**src/rtl/sbe_pkg.sv**
```systemverilog
// sbe_pkg: opcodes, status codes and controller/datapath interface types
// for the stack bytecode executor; no dependencies
package sbe_pkg;

  // bytecode opcodes
  localparam logic [7:0] OP_PUSH = 8'h10;
  localparam logic [7:0] OP_MUL  = 8'h68;
  localparam logic [7:0] OP_DIV  = 8'h6c;
  localparam logic [7:0] OP_ADD  = 8'h60;
  localparam logic [7:0] OP_SUB  = 8'h64;

  // result status codes
  localparam logic [2:0] ST_OK      = 3'd0;
  localparam logic [2:0] ST_UNDER   = 3'd1;
  localparam logic [2:0] ST_OVER    = 3'd2;
  localparam logic [2:0] ST_DIVZERO = 3'd3;
  localparam logic [2:0] ST_TRUNC   = 3'd4;
  localparam logic [2:0] ST_EMPTY   = 3'd5;

  localparam int WORD_W = 32;

  // commands from controller to datapath
  typedef struct packed {
    logic       latch;
    logic       set_pend;
    logic       clr_pend;
    logic       push;
    logic       rd_second;
    logic       arith_wr;
    logic       div_start;
    logic       div_wr;
    logic       note_err;
    logic [2:0] err_code;
    logic       load_out;
    logic       clr_err;
  } sbe_cmd_t;

  // status from datapath to controller
  typedef struct packed {
    logic pend;
    logic is_push;
    logic is_arith;
    logic is_div;
    logic last;
    logic cnt_lt2;
    logic cnt_full;
    logic top_zero;
    logic div_done;
  } sbe_stat_t;

endpackage

```
**src/rtl/sbe_div.sv**
```systemverilog
// sbe_div: iterative 32-bit signed divider, one quotient bit per cycle
// depends on sbe_pkg
module sbe_div
  import sbe_pkg::*;
(
  input  logic              clk,
  input  logic              rst,
  input  logic              start,
  input  logic [WORD_W-1:0] num,
  input  logic [WORD_W-1:0] den,
  output logic              done,
  output logic [WORD_W-1:0] quotient
);

  localparam int STEP_W = $clog2(WORD_W);

  logic              busy;
  logic [STEP_W-1:0] step;
  logic              negq;
  logic [WORD_W-1:0] quo;
  logic [WORD_W-1:0] rem;
  logic [WORD_W-1:0] dmag;
  logic [WORD_W:0]   shifted;
  logic [WORD_W:0]   trial;

  // restoring step: shift in next dividend bit, try subtracting divisor
  assign shifted = {rem, quo[WORD_W-1]};
  assign trial   = shifted - {1'b0, dmag};

  // control: busy flag, step counter, done pulse
  always_ff @(posedge clk) begin
    if (rst) begin
      busy <= 1'b0;
      done <= 1'b0;
      step <= '0;
    end else begin
      done <= 1'b0;
      if (start) begin
        busy <= 1'b1;
        step <= '0;
      end else if (busy) begin
        step <= step + 1'b1;
        if (step == STEP_W'(WORD_W - 1)) begin
          busy <= 1'b0;
          done <= 1'b1;
        end
      end
    end
  end

  // operand magnitudes and partial remainder
  always_ff @(posedge clk) begin
    if (start) begin
      negq <= num[WORD_W-1] ^ den[WORD_W-1];
      quo  <= num[WORD_W-1] ? (~num + 1'b1) : num;
      dmag <= den[WORD_W-1] ? (~den + 1'b1) : den;
      rem  <= '0;
    end else if (busy) begin
      quo <= {quo[WORD_W-2:0], ~trial[WORD_W]};
      rem <= trial[WORD_W] ? shifted[WORD_W-1:0] : trial[WORD_W-1:0];
    end
  end

  // sign fix; the most negative over minus one wraps by itself
  assign quotient = negq ? (~quo + 1'b1) : quo;

endmodule

```
**src/rtl/sbe_ctrl.sv**
```systemverilog
// sbe_ctrl: sequencing state machine for the stack bytecode executor
// depends on sbe_pkg
module sbe_ctrl
  import sbe_pkg::*;
(
  input  logic      clk,
  input  logic      rst,
  input  logic      s_tvalid,
  output logic      s_tready,
  output logic      m_tvalid,
  input  logic      m_tready,
  input  sbe_stat_t stat,
  output sbe_cmd_t  cmd
);

  typedef enum logic [4:0] {
    S_IDLE   = 5'b00001,
    S_DECODE = 5'b00010,
    S_CALC   = 5'b00100,
    S_DIVW   = 5'b01000,
    S_EMIT   = 5'b10000
  } state_t;

  state_t state;
  state_t state_next;
  logic   m_tvalid_next;
  state_t state_end;

  // after an item's work: report on the last byte, else wait for more
  assign state_end = stat.last ? S_EMIT : S_IDLE;
  assign s_tready  = (state == S_IDLE);

  // next state and commands
  always_comb begin
    cmd           = '0;
    state_next    = state;
    m_tvalid_next = m_tvalid & ~m_tready;
    unique case (state)
      S_IDLE: begin
        if (s_tvalid) begin
          cmd.latch  = 1'b1;
          state_next = S_DECODE;
        end
      end
      S_DECODE: begin
        state_next = state_end;
        if (stat.pend) begin
          cmd.clr_pend = 1'b1;
          if (stat.cnt_full) begin
            cmd.note_err = 1'b1;
            cmd.err_code = ST_OVER;
          end else begin
            cmd.push = 1'b1;
          end
        end else if (stat.is_push) begin
          if (stat.last) begin
            cmd.note_err = 1'b1;
            cmd.err_code = ST_TRUNC;
          end else begin
            cmd.set_pend = 1'b1;
          end
        end else if (stat.is_arith) begin
          if (stat.cnt_lt2) begin
            cmd.note_err = 1'b1;
            cmd.err_code = ST_UNDER;
          end else begin
            cmd.rd_second = 1'b1;
            state_next    = S_CALC;
          end
        end
      end
      S_CALC: begin
        state_next = state_end;
        if (!stat.is_div) begin
          cmd.arith_wr = 1'b1;
        end else if (stat.top_zero) begin
          cmd.note_err = 1'b1;
          cmd.err_code = ST_DIVZERO;
        end else begin
          cmd.div_start = 1'b1;
          state_next    = S_DIVW;
        end
      end
      S_DIVW: begin
        if (stat.div_done) begin
          cmd.div_wr = 1'b1;
          state_next = state_end;
        end
      end
      S_EMIT: begin
        if (!m_tvalid || m_tready) begin
          cmd.load_out  = 1'b1;
          cmd.clr_err   = 1'b1;
          cmd.clr_pend  = 1'b1;
          m_tvalid_next = 1'b1;
          state_next    = S_IDLE;
        end
      end
      default: state_next = S_IDLE;
    endcase
  end

  // state and output valid registers
  always_ff @(posedge clk) begin
    if (rst) begin
      state    <= S_IDLE;
      m_tvalid <= 1'b0;
    end else begin
      state    <= state_next;
      m_tvalid <= m_tvalid_next;
    end
  end

endmodule

```
**src/rtl/sbe_dpath.sv**
```systemverilog
// sbe_dpath: operand stack memory, top-of-stack register, alu, divider
// and result register; depends on sbe_pkg and sbe_div
module sbe_dpath
  import sbe_pkg::*;
#(
  parameter int STACK_DEPTH = 16
) (
  input  logic              clk,
  input  logic              rst,
  input  logic [7:0]        code_byte,
  input  logic              last_byte,
  input  sbe_cmd_t          cmd,
  output sbe_stat_t         stat,
  output logic [WORD_W-1:0] top_value,
  output logic [2:0]        status
);

  localparam int AW    = $clog2(STACK_DEPTH);
  localparam int CNT_W = $clog2(STACK_DEPTH + 1);

  // entries below the top live in memory, the top in a register
  logic [WORD_W-1:0] mem [STACK_DEPTH];
  logic [WORD_W-1:0] top;
  logic [WORD_W-1:0] second;
  logic [CNT_W-1:0]  count;
  logic [CNT_W-1:0]  cnt_m1;
  logic [CNT_W-1:0]  cnt_m2;
  logic              pending;
  logic [2:0]        first_err;
  logic [7:0]        byte_q;
  logic              last_q;
  logic [WORD_W-1:0] alu_res;
  logic              div_done;
  logic [WORD_W-1:0] div_quo;

  assign cnt_m1 = count - 1'b1;
  assign cnt_m2 = count - 2'd2;

  // latched input item
  always_ff @(posedge clk) begin
    if (cmd.latch) begin
      byte_q <= code_byte;
      last_q <= last_byte;
    end
  end

  // stack memory: spill old top on push, read second entry for an op
  always_ff @(posedge clk) begin
    if (cmd.push && count != '0) begin
      mem[cnt_m1[AW-1:0]] <= top;
    end
    if (cmd.rd_second) begin
      second <= mem[cnt_m2[AW-1:0]];
    end
  end

  // add, subtract, multiply (low word)
  always_comb begin
    case (byte_q)
      OP_MUL:  alu_res = top * second;
      OP_SUB:  alu_res = second - top;
      default: alu_res = top + second;
    endcase
  end

  sbe_div u_div (
    .clk      (clk),
    .rst      (rst),
    .start    (cmd.div_start),
    .num      (second),
    .den      (top),
    .done     (div_done),
    .quotient (div_quo)
  );

  // top of stack register
  always_ff @(posedge clk) begin
    if (cmd.push) begin
      top <= {{(WORD_W-8){1'b0}}, byte_q};
    end else if (cmd.arith_wr) begin
      top <= alu_res;
    end else if (cmd.div_wr) begin
      top <= div_quo;
    end
  end

  // stack count, push pending flag, first error of the program
  always_ff @(posedge clk) begin
    if (rst) begin
      count     <= '0;
      pending   <= 1'b0;
      first_err <= ST_OK;
    end else begin
      if (cmd.push) begin
        count <= count + 1'b1;
      end else if (cmd.arith_wr || cmd.div_wr) begin
        count <= cnt_m1;
      end
      if (cmd.set_pend) begin
        pending <= 1'b1;
      end else if (cmd.clr_pend) begin
        pending <= 1'b0;
      end
      if (cmd.clr_err) begin
        first_err <= ST_OK;
      end else if (cmd.note_err && first_err == ST_OK) begin
        first_err <= cmd.err_code;
      end
    end
  end

  // result register
  always_ff @(posedge clk) begin
    if (cmd.load_out) begin
      if (count == '0) begin
        top_value <= '0;
        status    <= (first_err == ST_OK) ? ST_EMPTY : first_err;
      end else begin
        top_value <= top;
        status    <= first_err;
      end
    end
  end

  // status towards the controller
  always_comb begin
    stat.pend     = pending;
    stat.is_push  = (byte_q == OP_PUSH);
    stat.is_arith = (byte_q == OP_MUL) || (byte_q == OP_ADD) ||
                    (byte_q == OP_SUB) || (byte_q == OP_DIV);
    stat.is_div   = (byte_q == OP_DIV);
    stat.last     = last_q;
    stat.cnt_lt2  = (count < CNT_W'(2));
    stat.cnt_full = (count == CNT_W'(STACK_DEPTH));
    stat.top_zero = (top == '0);
    stat.div_done = div_done;
  end

endmodule

```
**src/rtl/stack_bytecode_executor.sv**
```systemverilog
// stack_bytecode_executor: runs integer stack bytecode one byte per item
// one item at a time: push, operand, skipped or failing byte pass idle and decode; add,
// sub, mul and divide by zero add the calc state; divide also waits in the divider state
// a last byte adds the emit state to load the result, held there while a result waits on m_tready
// sync active-high reset clears stack count, pending push, error and output valid;
// stack contents are not cleared
module stack_bytecode_executor
  import sbe_pkg::*;
#(
  parameter int STACK_DEPTH = 16
) (
  input  logic        clk,
  input  logic        rst,
  input  logic        s_tvalid,
  output logic        s_tready,
  input  logic [7:0]  s_tdata,   // [7:0] code_byte
  input  logic        s_tlast,   // last_byte
  output logic        m_tvalid,
  input  logic        m_tready,
  output logic [39:0] m_tdata    // [31:0] top_value, [34:32] status, rest zero
);

  sbe_cmd_t          cmd;
  sbe_stat_t         stat;
  logic [WORD_W-1:0] top_value;
  logic [2:0]        status;

  sbe_ctrl u_ctrl (
    .clk      (clk),
    .rst      (rst),
    .s_tvalid (s_tvalid),
    .s_tready (s_tready),
    .m_tvalid (m_tvalid),
    .m_tready (m_tready),
    .stat     (stat),
    .cmd      (cmd)
  );

  sbe_dpath #(
    .STACK_DEPTH (STACK_DEPTH)
  ) u_dpath (
    .clk       (clk),
    .rst       (rst),
    .code_byte (s_tdata),
    .last_byte (s_tlast),
    .cmd       (cmd),
    .stat      (stat),
    .top_value (top_value),
    .status    (status)
  );

  // pack result item
  assign m_tdata = {5'b0, status, top_value};

endmodule
```
**config.mk**
```make
export PLATFORM = sky130hd
export DESIGN_NAME = stack_bytecode_executor
export DESIGN_NICKNAME = d
export VERILOG_FILES = /design/src/rtl/sbe_pkg.sv /design/src/rtl/sbe_div.sv /design/src/rtl/sbe_ctrl.sv /design/src/rtl/sbe_dpath.sv /design/src/rtl/stack_bytecode_executor.sv
export SDC_FILE = /design/constraint.sdc
export NUM_CORES = 2
export LEC_CHECK = 0
export ABC_CLOCK_PERIOD_IN_PS = 7200
export BUFFER_PORTS_ARGS = -buffer_cell sky130_fd_sc_hd__buf_2
export CORE_MARGIN = 4
export CORE_UTILIZATION = 35
export DETAILED_ROUTE_END_ITERATION = 6
export PLACE_DENSITY_LB_ADDON = 0.2
export SYNTH_ARGS = -nofsm -noshare
export SYNTH_HDL_FRONTEND = slang
export SYNTH_SLANG_ARGS = --single-unit
```
**constraint.sdc**
```tcl
create_clock -name clk -period 7.2 [get_ports clk]
set_clock_uncertainty 0.2 [all_clocks]
set_input_delay 0.72 -clock clk [delete_from_list [all_inputs] [get_ports clk]]
set_output_delay 0.72 -clock clk [all_outputs]
set_load 0.02 [all_outputs]
```
After elaboration in Yosys (flattened, before gate mapping). Memories as Yosys holds them, arrays and structs flattened. A register that Yosys moved wholly into a read port is not among the register bits. Index checks and enable logic that the tools add are counted.

Memories kept: 1. Output and inout bits: 42. RAM bits: 512. Input bits: 13. Flip-flop bits (word level): 195. Word-level logic and storage cells: 143.

Memories: u_dpath.mem (depth 16, bits a word 32, rd ports 1, clocked after memory_dff 1, wr ports 1, line sbe_dpath.sv:22) `logic [WORD_W-1:0] mem [STACK_DEPTH];`.

Bitwise logic cells: 8. Multiplexer cells: 67. Multipliers: 1. Reduce and logical (&&, ||, !) cells: 21. Order comparisons: 1. Equal/unequal tests: 15. $add $sub $neg: 10.

Operator list (number): $mux 32 (7); $add 32x1->32 const B (3); $not 32->32 (3); $pmux 32 s2 (1); $mux 5 (12); $sub 33x32->33 (1); $add 32x32->32 (1); $eq 8x7->1 const B (4); $logic_not 32->1 (1); $mul 32x32->32 (1); $mux 4 (8); $sub 32x32->32 (1); $mux 31 (1); $mux 1 (27); $pmux 5 s5 (1); $eq 5x5->1 const B (3); $add 5x1->5 const B (2); $mux 2 (5); $eq 8x5->1 const B (1); $mux 8 (1); $pmux 4 s2 (1); $reduce_bool 2->1 (4); $mux 3 (2); $eq 5x1->1 const B (1); 22 further kinds (31).

Depth between registers and ports, before layout.
Word-level depth: 11. Mapped depth: 28. Mapped depth without buffers: 26.

Hierarchy. A second synthesis with hierarchy kept.

Cell total of the unflattened synthesis: 4149. Area, all modules: 50224.4 um2.

By module, submodules not included: sbe_dpath (times used 1, sequential area each 18557.8 um2, cells an instance 3189, area an instance 42105.4 um2); sbe_div (times used 1, sequential area each 2732.6 um2, cells an instance 892, area an instance 7613.6 um2); sbe_ctrl (times used 1, sequential area each 120.1 um2, cells an instance 62, area an instance 464.2 um2); stack_bytecode_executor (times used 1, sequential area each 0.0 um2, cells an instance 6, area an instance 41.3 um2).

Worst setup path after synthesis. No wires, ideal clock.

Kind: reg2reg. Start point: register u_dpath.top[16]. End point: register u_dpath.top[30]. Buffers on the path: 2. Stages on the path, launching flop included: 27. Arrival: 6849 ps. Setup slack: 65 ps. Required time: 6914 ps. Period minus slack after synthesis: 7135 ps. Setup time: 86 ps. Path through: dfxtp_1 > clkbuf_1 > buf_1 > and2_1 > fa_1 > inv_1 > fa_1 > fa_1 > fa_1 > inv_1 > fa_1 > inv_1 > fa_1 > inv_1 > fa_1 > fa_1 > ha_1 > a21o_1 > a21o_1 > a21oi_1 > o21ai_0 > nor3_1 > o21ai_0 > a41o_1 > nand4_1 > o21ai_0 > a211oi_1.

Cells in the longest elaborated chain, start to end: 3. Elaborated cells on any way between the ends: 5. Classes of those cells: 2 x add/sub; 1 x mul; 2 x mux.

Ends and longest elaborated chain: start, declared (line sbe_dpath.sv:23) `logic [WORD_W-1:0] top;`; start signal, assigned (line sbe_dpath.sv:79) `top <= {{(WORD_W-8){1'b0}}, byte_q};`; start signal, assigned (line sbe_dpath.sv:81) `top <= alu_res;`; start signal, assigned (line sbe_dpath.sv:83) `top <= div_quo;`; $mul 32x32->32 (tied with other cells) (line sbe_dpath.sv:60) `OP_MUL: alu_res = top * second;`; $pmux 32 s2 (*) (line sbe_dpath.sv:59) `case (byte_q)`; $mux 32 (*) (line sbe_dpath.sv:80) `end else if (cmd.arith_wr) begin`.

Mark *: on every way between the ends. The rest lies on a longest branch, timed or not. A chain may end at the register's enable or synchronous reset.

Worst setup path in the final report.
Start point: register u_dpath.second[4] (read register of u_dpath.mem). End point: register u_dpath.top[28].

Cells in the longest elaborated chain, start to end: 3. Elaborated cells on any way between the ends: 5. Classes of those cells: 2 x add/sub; 1 x mul; 2 x mux.

Ends and longest elaborated chain: start, declared (line sbe_dpath.sv:24) `logic [WORD_W-1:0] second;`; $mul 32x32->32 (tied with other cells) (line sbe_dpath.sv:60); $pmux 32 s2 (*) (line sbe_dpath.sv:59); $mux 32 (*) (line sbe_dpath.sv:80).

Marked as above.

==> results.env <==
WORST-PATH-MAX-FANOUT=5
FINALNETCOUNT=4906
RSZ0062_AT_GRT='yes'
R2R_SLACK_NS=0.14
WORST_HOLD_PATH_TYPE='in -> reg'
VIAS_PER_CELL=5.17
AREA.GROWTH.SYNTH_TO_FINAL_PCT=14.3
FINALMAXSLEWVIOLATIONS=0
CTS_TREE='built'
LAYOUT-DRIVE-GT1-SHARE=0.158
YS_FF_LATCH=739
DETAILROUTE.VIA_COUNT=32216
POWER_PER_CELL_AREA_nW_PER_UM2=161
DETAILEDROUTE.FIRSTPASSITERATIONCOUNT=6
DIE_AREA_UM2=148000
FINALHOLDVIOLCOUNT=0
GRT_FIRST_PASS_WIRELENGTH_UM=219000
TIGHTESTPINTRANSITION_NS=1.28
SYNTH_ENABLE_FLOP_CELLS=661
DIE_H_UM=385
CRITICALPATHCATEGORY='reg -> reg'
ANTENNA_FOUND_INITIAL=13
FINISH.INSTANCE_AREA_UM2=56900
DPL_CELL_AREA_UM2=53600
STATUS='finished clean'
DRTANTENNAVIOLNETS=0
CTS_CLK_PIN_SLEW_WORST_PATHS_NS=0.07
IO_BUFFERS=49
MAXSLEWHEADROOM=0.136
CTS.SINK_COUNT=739
FLOORPLAN.DIE.WIDTH_UM=385
DRC_ERRORS=0
WORST_PATH_ARRIVAL_TIME_NS=7.46
SYN_AREA_UM2=49800
POST-ROUTE-MIN-PERIOD_NS=7.06
CORE-AREA_UM2=141000
FMAX_MHz=142
VDD.IR_DROP.WORST_mV=0.179
SETUP_VIOL_COUNT_FINAL=0
ROUTED_WL_UM=145000
CTS_BUFFERS=83
SYNTH_CELLS=4125
POSTSYNTHAREAPERCELL_UM2=12.1
GRTUSAGETOTAL=0.198
SYNTH_FLOP_CELL='sky130_fd_sc_hd__edfxtp_1'
MIN_PERIOD_OVER_PERIOD=0.981
GRT_OVERFLOW=0
SYNTH_CELL_TYPES=80
ROUTED_WIRE_LENGTH_PER_INSTANCE_UM=23.3
SYNTH.YOSYS.WARNINGS=0
MAXIMUM_NUMBER_OF_PINS_ON_ONE_NET_BEFORE_GLOBAL_ROUTE_REPAIR=103
DRV.MAX_CAP_VIOLATION_COUNT=0
SHARE_OF_SYNTHESIZED_AREA_OCCUPIED_BY_FLIP_FLOPS_AND_LATCHES=0.430
CP-END-KIND='flip-flop'
STANDARD_CELL_ROW_COUNT=138
I_O_PINS=55
DP_WIRELENGTH_UM=99700
CTS-HTREE-LEVELS=3
GLOBALPLACE.CONGESTION=0.892
ASYNC_RESET_FF_FRAC=0
CTS.PATH.MAX_BUFFERS=3
STATIC_LEAK_nW=21.6
CLKLATENCYLATEPIN_NS=0.69
CP.REQUIRED_NS=7.60
FIRST_GLOBAL_VIAS=33538
START_UTIL=0.352
HOLDPATHSTAGES=3
TIMING.REG2REG.WORST_PATH_DEPTH=22
UTILIZATION=0.402
CTS_ROOT_BUF='sky130_fd_sc_hd__clkbuf_16'
DRT_ITER0_MARKERS=2788
WORSTSETUPSTARTPOINTTYPE='flip-flop'
-- registers in the layout, summed over array words and instances, names as in the netlist --
signal	flops
u_dpath.u_div.busy	1
u_dpath.mem	512
u_dpath.top	32
u_dpath.u_div.negq	1
u_ctrl.m_tvalid	1
u_dpath.second	32
u_dpath.pending	1
u_dpath.count	5
u_dpath.u_div.quo	32
u_ctrl.state	5
u_dpath.last_q	1
u_dpath.first_err	3
u_dpath.u_div.step	5
u_dpath.status	3
u_dpath.u_div.done	1
u_dpath.top_value	32
u_dpath.u_div.rem	32
u_dpath.byte_q	8
u_dpath.u_div.dmag	32
-- metal layers --
metal	vias to the layer above	track usage	part of all wire
li1	14485	-	-
met1	16698	0.276	0.45
met2	816	0.322	0.47
met5	-	0	0.000083
met3	215	0.0301	0.055
met4	2	0.0525	0.026
-- kinds of logic after synthesis --
kind of cell             after synthesis  share of synthesized area
multiplexers                         169                     0.0742
AND/OR/NAND/NOR                     1135                      0.115
buffers and inverters                687                     0.0526
adder cells (fa/ha/maj)              611                      0.215
XOR/XNOR                             260                     0.0457
AO/OA/AOI/OAI                        523                     0.0669
other                                  1                  0.0000753
flip-flops                           739                      0.430
-- metrics by stage --
| stage | total power, mW | hold WS (ns) | setup WS (ns) | instances | TNS [ns] |
|---|---|---|---|---|---|
| final | 9.15 | 0.170 | 0.139 | 6237 | 0 |
| after global routing | 9.48 | 0.191 | -0.0839 | 6235 | -0.188 |
| after CTS | 9.26 | 0.113 | 0.00776 | 6213 | 0 |
| after detailed placement | 5.04 | 0.286 | 0.0489 | 6056 | 0 |
| after global placement | 5.04 | 0.276 | 0.0223 | 6056 | 0 |
| after floorplan | 4.97 | 0.261 | 0.0654 | 4129 | 0 |
-- synthesized netlist by cell type, drive strengths merged (27+ instances only) --
| cell | instances | share of area |
|---|---|---|
| mux4 | 160 | 0.072 |
| or3 | 27 | 0.0035 |
| and2 | 330 | 0.041 |
| edfxtp | 661 | 0.40 |
| o21ai | 158 | 0.016 |
| xor2 | 109 | 0.019 |
| dfxtp | 78 | 0.031 |
| buf | 30 | 0.0031 |
| nand2 | 429 | 0.032 |
| fa | 410 | 0.16 |
| o31ai | 34 | 0.0054 |
| ha | 201 | 0.051 |
| nor3 | 39 | 0.0039 |
| a21oi | 124 | 0.012 |
| inv | 449 | 0.034 |
| clkbuf | 208 | 0.016 |
| nor2 | 134 | 0.010 |
| nor2b | 39 | 0.0049 |
| a21o | 35 | 0.0053 |
| xnor2 | 151 | 0.027 |
-- path summary, 6_finish.rpt --
kind / startpoint / to
worst min register to register: u_dpath.u_div.rem[28]$_SDFFE_PP0P_ / u_dpath.u_div.rem[29]$_SDFFE_PP0P_
worst min-delay path: m_tready / u_ctrl.m_tvalid$_SDFF_PP0_
worst max-delay path: u_dpath.second[4]$_DFFE_PP_ / u_dpath.top[28]$_SDFFE_PP0P_
worst max register to register: u_dpath.second[4]$_DFFE_PP_ / u_dpath.top[28]$_SDFFE_PP0P_
-- final cells by class --
class	instances	area (um2)
fillers	13514	84500
multi-input cells	2703	26100
flip-flops and latches	739	21400
repair buffers	306	2590
well taps	1890	2360
clock buffers	103	2210
inverters	449	1690
clock inverters	45	458
diodes	2	5.00
-- report_power, final --
group	switching, mW	total (mW)	internal, mW
clock network	1.81	4.19	2.38
registers	0.0339	4.67	4.64
logic	0.164	0.288	0.124
-- layout by cell type, fill, tap and decap left out, types with 36 or more instances in the layout --
| cell type | count |
|---|---|
| sky130_fd_sc_hd__a21oi_1 | 118 |
| sky130_fd_sc_hd__and2_1 | 310 |
| sky130_fd_sc_hd__buf_2 | 50 |
| sky130_fd_sc_hd__buf_4 | 208 |
| sky130_fd_sc_hd__clkbuf_16 | 87 |
| sky130_fd_sc_hd__dfxtp_1 | 62 |
| sky130_fd_sc_hd__edfxtp_1 | 661 |
| sky130_fd_sc_hd__fa_1 | 407 |
| sky130_fd_sc_hd__ha_1 | 190 |
| sky130_fd_sc_hd__inv_1 | 444 |
| sky130_fd_sc_hd__mux4_2 | 160 |
| sky130_fd_sc_hd__nand2_1 | 426 |
| sky130_fd_sc_hd__nor2_1 | 133 |
| sky130_fd_sc_hd__nor2b_1 | 38 |
| sky130_fd_sc_hd__nor3_1 | 36 |
| sky130_fd_sc_hd__o21ai_0 | 148 |
| sky130_fd_sc_hd__xnor2_1 | 149 |
| sky130_fd_sc_hd__xor2_1 | 107 |
-- critical path, cell delays in order (launching register included) --
cell and delay [ns]:
sky130_fd_sc_hd__edfxtp_1 0.49, sky130_fd_sc_hd__buf_6 0.19, sky130_fd_sc_hd__buf_4 0.13, sky130_fd_sc_hd__and2_1 0.15
sky130_fd_sc_hd__fa_1 0.48, sky130_fd_sc_hd__inv_1 0.05, sky130_fd_sc_hd__fa_1 0.46, sky130_fd_sc_hd__fa_1 0.50
sky130_fd_sc_hd__fa_1 0.52, sky130_fd_sc_hd__inv_1 0.05, sky130_fd_sc_hd__fa_1 0.45, sky130_fd_sc_hd__fa_1 0.54
sky130_fd_sc_hd__fa_1 0.44, sky130_fd_sc_hd__fa_1 0.54, sky130_fd_sc_hd__ha_4 0.29, sky130_fd_sc_hd__buf_4 0.12
sky130_fd_sc_hd__nand2_2 0.06, sky130_fd_sc_hd__or3_4 0.39, sky130_fd_sc_hd__o21ai_2 0.22, sky130_fd_sc_hd__a41o_1 0.26
sky130_fd_sc_hd__xor2_1 0.17, sky130_fd_sc_hd__nand2_1 0.07, sky130_fd_sc_hd__a31oi_1 0.18
-- timing repair --
| item | CTS | global route |
|---|---|---|
| setup endpoints to repair | 1 | 14 |
| setup buffers | 0 | 21 |
| pin swaps | 5 | 81 |
| hold buffers | 9 | 0 |
| cloned | 0 | 3 |
| hold endpoints to repair | 9 | 0 |
| resized for setup | 5 | 75 |
(Power assumes the default switching activity.)
